$ cat config.mk
export PLATFORM = sky130hd
export DESIGN_NAME = dual_path_rtp_merge_controller
export DESIGN_NICKNAME = d
export VERILOG_FILES = /design/src/rtl/dprmc_pkg.sv /design/src/rtl/dprmc_paths.sv /design/src/rtl/dprmc_seq.sv /design/src/rtl/dual_path_rtp_merge_controller.sv
export SDC_FILE = /design/constraint.sdc
export NUM_CORES = 1
export LEC_CHECK = 0
export ABC_AREA = 1
export BUFFER_PORTS_ARGS = -buffer_cell sky130_fd_sc_hd__buf_2
export CAP_MARGIN = 10
export CORE_MARGIN = 1
export CORE_UTILIZATION = 60
export CTS_CLUSTER_DIAMETER = 100
export DETAILED_ROUTE_END_ITERATION = 16
export GPL_ROUTABILITY_DRIVEN = 1
export PLACE_DENSITY = 0.9
export SETUP_SLACK_MARGIN = 0.3
export SYNTH_ARGS = -nofsm -noshare
export SYNTH_HDL_FRONTEND = slang
export SYNTH_SLANG_ARGS = --single-unit
$ cat constraint.sdc
create_clock -name i_clk -period 5 [get_ports i_clk]
set_clock_uncertainty 0.15 [all_clocks]
set_input_delay 1.5 -clock i_clk [delete_from_list [all_inputs] [get_ports i_clk]]
set_output_delay 1.5 -clock i_clk [all_outputs]
set_load 0.005 [all_outputs]
$ cat src/rtl/dprmc_pkg.sv
package dprmc_pkg;

    localparam int AGE_W  = 24;
    localparam int SEQ_W  = 16;
    localparam int LOST_W = 17;

    localparam logic [AGE_W-1:0] AGE_MAX       = '1;
    localparam logic [AGE_W-1:0] THRESH_RESET  = 24'd20000;

    localparam logic CMD_TICK = 1'b0;
    localparam logic CMD_READ = 1'b1;

    localparam logic REG_THRESHOLD = 1'b0;

    typedef enum logic [2:0] {
        ST_TICK          = 3'd0,
        ST_DELIVERED     = 3'd1,
        ST_RECOVERED     = 3'd2,
        ST_RECOVERY_FAIL = 3'd3,
        ST_NOT_PRIMARY   = 3'd4,
        ST_LOSS          = 3'd5,
        ST_SWITCHED      = 3'd6,
        ST_READ_FAIL     = 3'd7
    } t_status;

    typedef struct packed {
        logic [1:0] online;
        logic [1:0] offline_now;
    } t_path_info;

    typedef struct packed {
        t_status           status;
        logic [SEQ_W-1:0]  deliver_seq;
        logic              event_taken;
        logic              master_path;
        logic [LOST_W-1:0] pending_lost;
    } t_result;

endpackage

$ cat src/rtl/dprmc_paths.sv
module dprmc_paths (
    input  logic                      i_clk,
    input  logic                      i_rst_n,
    input  logic                      i_accept,
    input  logic                      i_cmd,
    input  logic                      i_src_index,
    input  logic                      i_recovering,
    input  logic [dprmc_pkg::AGE_W-1:0] i_threshold,
    output dprmc_pkg::t_path_info     o_info
);
    import dprmc_pkg::*;

    logic [AGE_W-1:0] r_age [2];
    logic [AGE_W-1:0] n_age [2];
    logic [1:0]       r_online;
    logic [1:0]       n_online;
    logic [1:0]       online_eff;
    logic [1:0]       offline;
    logic [AGE_W-1:0] age_eff [2];

    always_comb begin
        for (int p = 0; p < 2; p++) begin
            age_eff[p]    = (i_src_index == 1'(p)) ? '0 : r_age[p];
            online_eff[p] = r_online[p] | (i_src_index == 1'(p));
            offline[p]    = online_eff[p] && (age_eff[p] > i_threshold);
        end
    end

    always_comb begin
        n_age    = r_age;
        n_online = r_online;
        if (i_accept) begin
            if (i_cmd == CMD_TICK) begin
                for (int p = 0; p < 2; p++) begin
                    if (r_age[p] != AGE_MAX) begin
                        n_age[p] = AGE_W'(r_age[p] + 1'b1);
                    end
                end
            end else if (!i_recovering) begin
                n_age    = age_eff;
                n_online = online_eff & ~offline;
            end
        end
    end

    always_ff @(posedge i_clk) begin
        if (!i_rst_n) begin
            r_age[0] <= '0;
            r_age[1] <= '0;
            r_online <= 2'b11;
        end else begin
            r_age    <= n_age;
            r_online <= n_online;
        end
    end

    assign o_info.online      = r_online;
    assign o_info.offline_now = offline;

endmodule

$ cat src/rtl/dprmc_seq.sv
module dprmc_seq (
    input  logic                        i_clk,
    input  logic                        i_rst_n,
    input  logic                        i_accept,
    input  logic                        i_cmd,
    input  logic                        i_src_index,
    input  logic [dprmc_pkg::SEQ_W-1:0] i_pkt_seq,
    input  logic                        i_secondary_has,
    input  logic                        i_master_read_ok,
    input  dprmc_pkg::t_path_info       i_info,
    output logic                        o_recovering,
    output dprmc_pkg::t_result          o_result
);
    import dprmc_pkg::*;

    logic              r_master;
    logic              n_master;
    logic              r_expect_valid;
    logic              n_expect_valid;
    logic [SEQ_W-1:0]  r_expect_seq;
    logic [SEQ_W-1:0]  n_expect_seq;
    logic [SEQ_W-1:0]  r_gap_end;
    logic [SEQ_W-1:0]  n_gap_end;
    logic [LOST_W-1:0] r_lost;
    logic [LOST_W-1:0] n_lost;
    logic              secondary;
    logic              sw0;
    logic              sw1;
    logic              m1;
    logic [SEQ_W-1:0]  exp_seq;
    t_status           status;
    logic [SEQ_W-1:0]  deliver_seq;
    logic              taken;

    assign o_recovering = (r_lost != '0);
    assign secondary    = ~r_master;
    assign sw0          = i_info.offline_now[0] && !r_master;
    assign m1           = sw0 ? 1'b1 : r_master;
    assign sw1          = i_info.offline_now[1] && m1;
    assign exp_seq      = r_expect_valid ? r_expect_seq : i_pkt_seq;

    always_comb begin
        n_master       = r_master;
        n_expect_valid = r_expect_valid;
        n_expect_seq   = r_expect_seq;
        n_gap_end      = r_gap_end;
        n_lost         = r_lost;
        status         = ST_TICK;
        deliver_seq    = r_expect_seq;
        taken          = 1'b0;
        priority if (i_cmd == CMD_TICK) begin
            status = ST_TICK;
        end else if (o_recovering) begin
            if (i_info.online[secondary] && i_secondary_has) begin
                n_lost       = (r_expect_seq == r_gap_end) ? '0 : LOST_W'(r_lost - 1'b1);
                n_expect_seq = SEQ_W'(r_expect_seq + 1'b1);
                status       = ST_RECOVERED;
            end else begin
                n_lost         = '0;
                n_expect_valid = 1'b0;
                status         = ST_RECOVERY_FAIL;
            end
        end else begin
            taken    = 1'b1;
            n_master = sw1 ? ~m1 : m1;
            priority if (sw0 || sw1) begin
                n_expect_valid = 1'b0;
                status         = ST_SWITCHED;
            end else if (i_src_index != r_master) begin
                status = ST_NOT_PRIMARY;
            end else begin
                n_expect_valid = 1'b1;
                n_gap_end      = i_pkt_seq;
                n_expect_seq   = exp_seq;
                deliver_seq    = exp_seq;
                priority if (exp_seq != i_pkt_seq) begin
                    n_lost = LOST_W'({1'b0, SEQ_W'(i_pkt_seq - exp_seq)}) + LOST_W'(1);
                    status = ST_LOSS;
                end else if (!i_master_read_ok) begin
                    status = ST_READ_FAIL;
                end else begin
                    n_expect_seq = SEQ_W'(exp_seq + 1'b1);
                    deliver_seq  = i_pkt_seq;
                    status       = ST_DELIVERED;
                end
            end
        end
    end

    always_ff @(posedge i_clk) begin
        if (!i_rst_n) begin
            r_master       <= 1'b0;
            r_expect_valid <= 1'b0;
            r_expect_seq   <= '0;
            r_gap_end      <= '0;
            r_lost         <= '0;
        end else if (i_accept) begin
            r_master       <= n_master;
            r_expect_valid <= n_expect_valid;
            r_expect_seq   <= n_expect_seq;
            r_gap_end      <= n_gap_end;
            r_lost         <= n_lost;
        end
    end

    assign o_result.status       = status;
    assign o_result.deliver_seq  = deliver_seq;
    assign o_result.event_taken  = taken;
    assign o_result.master_path  = n_master;
    assign o_result.pending_lost = n_lost;

endmodule

$ cat src/rtl/dual_path_rtp_merge_controller.sv
// Merges two redundant RTP paths. Each input transaction is a time tick or a read call, and
// each yields exactly one result transaction. The block takes one transaction per clock while
// the output is not stalled: path ages, online flags, master selection and gap tracking are
// all updated by a single level of compare and counter logic; the result lands in one output
// register in the cycle after acceptance. A stalled output holds the register and stalls the
// input in turn. The offline threshold register sits at byte address 0 of the APB port.
module dual_path_rtp_merge_controller (
    input  logic                        i_clk,
    input  logic                        i_rst_n,
    input  logic                        psel,
    input  logic                        penable,
    input  logic                        pwrite,
    input  logic [2:0]                  paddr,
    input  logic [31:0]                 pwdata,
    output logic [31:0]                 prdata,
    output logic                        pready,
    input  logic                        i_valid,
    output logic                        o_stall,
    input  logic                        i_cmd,
    input  logic                        i_src_index,
    input  logic [15:0]                 i_pkt_seq,
    input  logic                        i_secondary_has,
    input  logic                        i_master_read_ok,
    output logic                        o_valid,
    input  logic                        i_stall,
    output logic [2:0]                  o_status,
    output logic [15:0]                 o_deliver_seq,
    output logic                        o_event_taken,
    output logic                        o_master_path,
    output logic [16:0]                 o_pending_lost
);
    import dprmc_pkg::*;

    logic [AGE_W-1:0] r_threshold;
    logic             r_out_valid;
    t_result          r_result;
    t_result          result;
    t_path_info       info;
    logic             accept;
    logic             recovering;
    logic             reg_hit;

    assign reg_hit = (paddr[2] == REG_THRESHOLD);
    assign pready  = 1'b1;
    assign prdata  = reg_hit ? {8'd0, r_threshold} : 32'd0;

    always_ff @(posedge i_clk) begin
        if (!i_rst_n) begin
            r_threshold <= THRESH_RESET;
        end else if (psel && penable && pwrite && reg_hit) begin
            r_threshold <= pwdata[AGE_W-1:0];
        end
    end

    assign o_stall = r_out_valid && i_stall;
    assign accept  = i_valid && !o_stall;

    dprmc_paths u_paths (
        .i_clk        (i_clk),
        .i_rst_n      (i_rst_n),
        .i_accept     (accept),
        .i_cmd        (i_cmd),
        .i_src_index  (i_src_index),
        .i_recovering (recovering),
        .i_threshold  (r_threshold),
        .o_info       (info)
    );

    dprmc_seq u_seq (
        .i_clk            (i_clk),
        .i_rst_n          (i_rst_n),
        .i_accept         (accept),
        .i_cmd            (i_cmd),
        .i_src_index      (i_src_index),
        .i_pkt_seq        (i_pkt_seq),
        .i_secondary_has  (i_secondary_has),
        .i_master_read_ok (i_master_read_ok),
        .i_info           (info),
        .o_recovering     (recovering),
        .o_result         (result)
    );

    always_ff @(posedge i_clk) begin
        if (!i_rst_n) begin
            r_out_valid <= 1'b0;
        end else if (accept) begin
            r_out_valid <= 1'b1;
        end else if (!i_stall) begin
            r_out_valid <= 1'b0;
        end
    end

    always_ff @(posedge i_clk) begin
        if (accept) begin
            r_result <= result;
        end
    end

    assign o_valid        = r_out_valid;
    assign o_status       = r_result.status;
    assign o_deliver_seq  = r_result.deliver_seq;
    assign o_event_taken  = r_result.event_taken;
    assign o_master_path  = r_result.master_path;
    assign o_pending_lost = r_result.pending_lost;

endmodule

==> out/results.md <==
- **Worst setup endpoint** o_deliver_seq[11]
- **CTS tree** yes
- **Power per Cell Area** 263.4 mW/mm^2
- **effective utilization at floorplan** 0.6152
- **Leakage** 6.759 nW
- **post-route setup TNS** 0 ns
- **worst reg-to-reg path cell count** 17
- **number of primary I/O pins** 135
- **sum of routed wire segments on met1** 14.40 mm
- **arrival time reported for the critical path endpoint** 4.45 ns
- **Final period util** 0.8814
- **#FFs+latches synth** 164
- **number of nets at the end of the flow** 2162
- **RR Endpoint** o_pending_lost[13]
- **post-route DRC violation count** 0
- **part of the Yosys area used for sequential elements** 0.2924
- **launch instance of the worst register-to-register path** u_seq.r_expect_valid
- **synth-to-layout area growth** 10.23%
- **H-tree levels** 4
- **Core Box Area** 0.02036 sq mm
- **outcome** complete, no violations
- **tightest slew margin relative to the limit** 0.3329
- **clock slew seen by the registers of the worst setup and hold paths** 0.07 ns
- **MaxCap Viol Count** 0
- **Filler cells** 1727
- **type of destination of the critical path** flip-flop
- **FF/Latch Area** 0.003664 sq mm
- **CTS-repair resized insts** 0
- **number of standard cells after synthesis** 1949
- **maximum VDD drop** 0.2070 mV
- **post-synthesis instance area** 0.01253 sq mm
- **slew of the pin with the lowest slew margin** 0.9932 ns
- **f_max** 0.2269 GHz
- **post-route worst setup slack** 0.5932 ns
- **mean number of vias per cell** 5.752
- **register-to-register setup slack** 1.24 ns
- **Post-CTS Repair Setup Buffers** 0
- **fraction of final layout cells sized beyond drive strength 1** 0.1136
- **Post-DP HPWL** 26.66 mm
- **Multi-input gate area** 0.007365 sq mm
- **pre-CTS WS** 0.2989 ns
- **startpoint of the most critical setup path** i_src_index
- **final total power** 3.638 mW
- **DR top layer** met5
- **die outline height** 146.5 um
- **number of hold buffers added after CTS** 0
- **commonest cells after routing, fill and taps aside** 493 x sky130_fd_sc_hd__nand2_1, 281 x sky130_fd_sc_hd__inv_1, 211 x sky130_fd_sc_hd__nor2_1
- **routed wl met3** 3.079 mm
- **sequence of cells on the critical path** buf_2 > buf_4 > nand2_1 > inv_1 > ha_1 > a21oi_1 > o21ai_0 > a21oi_1 > nand3_1 > nand4_1 > nand2_2 > nor2_1 > nand2_2 > inv_2 > o211ai_1 > o21ai_0
- **RSZ-0062 raised after global routing** no
- **number of flops mapped to enable cells by yosys** 38
- **global placement routability congestion** 1.024
- **full die area** 0.02146 sq mm
- **final global-route overflow total** 0
- **critical path class** input port to flip-flop
- **post-synthesis async set-or-reset flop share** 0
- **Max stage delay cell, worst path** sky130_fd_sc_hd__inv_2
- **clk_lat worst skew** 0.45 ns
- **distinct cell type count after synthesis** 58
- **clock buffers created by TritonCTS** 17
- **drt first-iter violations** 1522
- **via count of the first global-routing pass** 12320
- **per-cell routed wire length** 15.78 um
- **largest incremental delay on the critical path** 0.33 ns
- **length of the first detailed-routing pass in iterations** 6
- **pin count of the biggest net entering global routing** 59
- **Worst setup SP type** input port
- **initial antenna violation count** 3
- **Min Clock Period, post-route** 4.407 ns
- **Max Buffers Root-to-Sink** 2
- **Required @ worst endpoint** 5.04 ns
- **most frequent standard cell in the layout excluding fill and tap cells** sky130_fd_sc_hd__nand2_1
- **hold path cells** 2
- **number of synthesis warnings** 0
- **total routing usage reported by global routing** 0.3351
- **Rows** 52
- **total wirelength of the detailed-routed design** 36.53 mm
- **Die Wd** 146.5 um
- **cell at the root of the clock tree** sky130_fd_sc_hd__clkbuf_16
- **mean instance size in the synthesized netlist** 6.428 sq um
- **number of failing setup endpoints in the final timing report** 0
- **number of sinks handled by clock tree synthesis** 164
- **Final Hold Vio Count** 0
- **input/output buffers** 115
- **Detail Route met2 WL** 17.11 mm
- **routed via count** 13320
- **wire length of the first global-routing pass** 58.16 mm
- **most used flip-flop cell after synthesis** sky130_fd_sc_hd__dfxtp_1
- **Min Hold Slack** 0.3560 ns
- **Final ANT Viol Nets** 0
- **maximum fanout along the worst path** 26
- **path category of the worst min-delay check** flip-flop to flip-flop
- **count of pins over their slew limit** 0
-- state kept, by name, indices dropped and copies added, names as in the netlist, 2 cells and up --
register,cells
r_threshold,24
o_pending_lost,17
u_paths.r_age,48
u_seq.r_gap_end,16
u_seq.r_lost,17
u_seq.r_expect_seq,16
o_status,3
u_paths.r_online,2
o_deliver_seq,16
-- metrics by stage --
stage | cells | util | instance area, sq um
after floorplan | 1956 | - | 12550
after global placement | 2281 | 0.6489 | 13210
after detailed placement | 2281 | 0.6489 | 13210
after CTS | 2313 | 0.6779 | 13800
after global routing | 2313 | 0.6779 | 13800
final | 2315 | 0.6781 | 13810
-- logic make-up (layout without fill, tap and decap cells) --
family,count (synthesis),in the layout,share of synthesized area
and+or+nand+nor,954,954,0.3311
adders and majority gates,70,70,0.07051
buffers and inverters,379,466,0.1225
other,2,11,0.0005994
AOI/OAI and AO/OA,334,334,0.1506
xor gates and xnor gates,45,45,0.03146
DFF,164,164,0.2924
muxes,1,1,0.0007990
-- cells in the mapped netlist, types with 3 or more instances --
| library cell | instances | area, sq um |
|---|---|---|
| sky130_fd_sc_hd__o21ai_0 | 132 | 660.6 |
| sky130_fd_sc_hd__ha_1 | 69 | 863.3 |
| sky130_fd_sc_hd__a21oi_1 | 112 | 560.5 |
| sky130_fd_sc_hd__nand4_1 | 32 | 200.2 |
| sky130_fd_sc_hd__nand3_2 | 6 | 60.06 |
| sky130_fd_sc_hd__and2_1 | 3 | 18.77 |
| sky130_fd_sc_hd__buf_1 | 3 | 11.26 |
| sky130_fd_sc_hd__nor3_2 | 7 | 70.07 |
| sky130_fd_sc_hd__a22oi_1 | 18 | 135.1 |
| sky130_fd_sc_hd__buf_4 | 17 | 127.6 |
| sky130_fd_sc_hd__nand3b_1 | 4 | 30.03 |
| sky130_fd_sc_hd__a21o_1 | 3 | 22.52 |
| sky130_fd_sc_hd__xnor2_1 | 21 | 183.9 |
| sky130_fd_sc_hd__nor2_4 | 4 | 45.04 |
| sky130_fd_sc_hd__a21oi_2 | 4 | 35.03 |
| sky130_fd_sc_hd__o211ai_1 | 24 | 180.2 |
| sky130_fd_sc_hd__nor4_1 | 8 | 50.05 |
| sky130_fd_sc_hd__inv_1 | 281 | 1055 |
| sky130_fd_sc_hd__clkbuf_1 | 41 | 153.9 |
| sky130_fd_sc_hd__buf_6 | 4 | 45.04 |
| sky130_fd_sc_hd__nand2_2 | 6 | 37.54 |
| sky130_fd_sc_hd__nand3_1 | 132 | 660.6 |
| sky130_fd_sc_hd__buf_2 | 15 | 75.07 |
| sky130_fd_sc_hd__o21ai_1 | 21 | 105.1 |
| sky130_fd_sc_hd__nand2_1 | 493 | 1851 |
| sky130_fd_sc_hd__xor2_1 | 24 | 210.2 |
| sky130_fd_sc_hd__nor2_1 | 211 | 792.0 |
| sky130_fd_sc_hd__nor3_1 | 29 | 145.1 |
| sky130_fd_sc_hd__a211oi_1 | 4 | 30.03 |
| sky130_fd_sc_hd__edfxtp_1 | 38 | 1141 |
| sky130_fd_sc_hd__nor2_2 | 6 | 37.54 |
| sky130_fd_sc_hd__dfxtp_1 | 126 | 2522 |
| sky130_fd_sc_hd__inv_2 | 17 | 63.81 |
-- critical path: cells and delay by family --
kind / cells / cell delay, ns
AOI/OAI and AO/OA: 5 / 0.86
adders and majority gates: 1 / 0.23
buffers and inverters: 4 / 0.98
and+or+nand+nor: 6 / 0.86
-- cell type report --
| type | instances | share of cell area |
|---|---|---|
| Multi-Input combinational cell | 1413 | 0.5333 |
| Tap cell | 270 | 0.02446 |
| Inverter | 299 | 0.08127 |
| Clock buffer | 18 | 0.03180 |
| Timing Repair Buffer | 135 | 0.05255 |
| Antenna cell | 2 | 0.0003624 |
| Clock inverter | 14 | 0.01096 |
| Sequential cell | 164 | 0.2653 |
-- routing by layer --
layer	up-vias	global-route usage
li1	6469	-
met1	5972	0.4016
met2	736	0.5552
met3	138	0.06688
met4	2	0.2010
met5	-	0
-- power by group --
group / total [mW] / switching, mW / internal [mW]
clock: 1.34 / 0.658 / 0.685
combinational: 0.826 / 0.566 / 0.260
sequential: 1.47 / 0.0441 / 1.42
-- how the worst min path moves through the flow --
stage | from | end | slack, ns
6_report | u_paths.r_age[1] | u_paths.r_age[1] | 0.36
2_1_floorplan | u_paths.r_age[16] | u_paths.r_age[16] | 0.30
3_5_place_dp | u_paths.r_age[9] | u_paths.r_age[9] | 0.34
4_1_cts | u_paths.r_age[9] | u_paths.r_age[9] | 0.35
5_1_grt | u_paths.r_age[14] | u_paths.r_age[14] | 0.38
3_3_place_gp | u_paths.r_age[16] | u_paths.r_age[16] | 0.32
No activity file was read; power rests on OpenSTA's default activity.
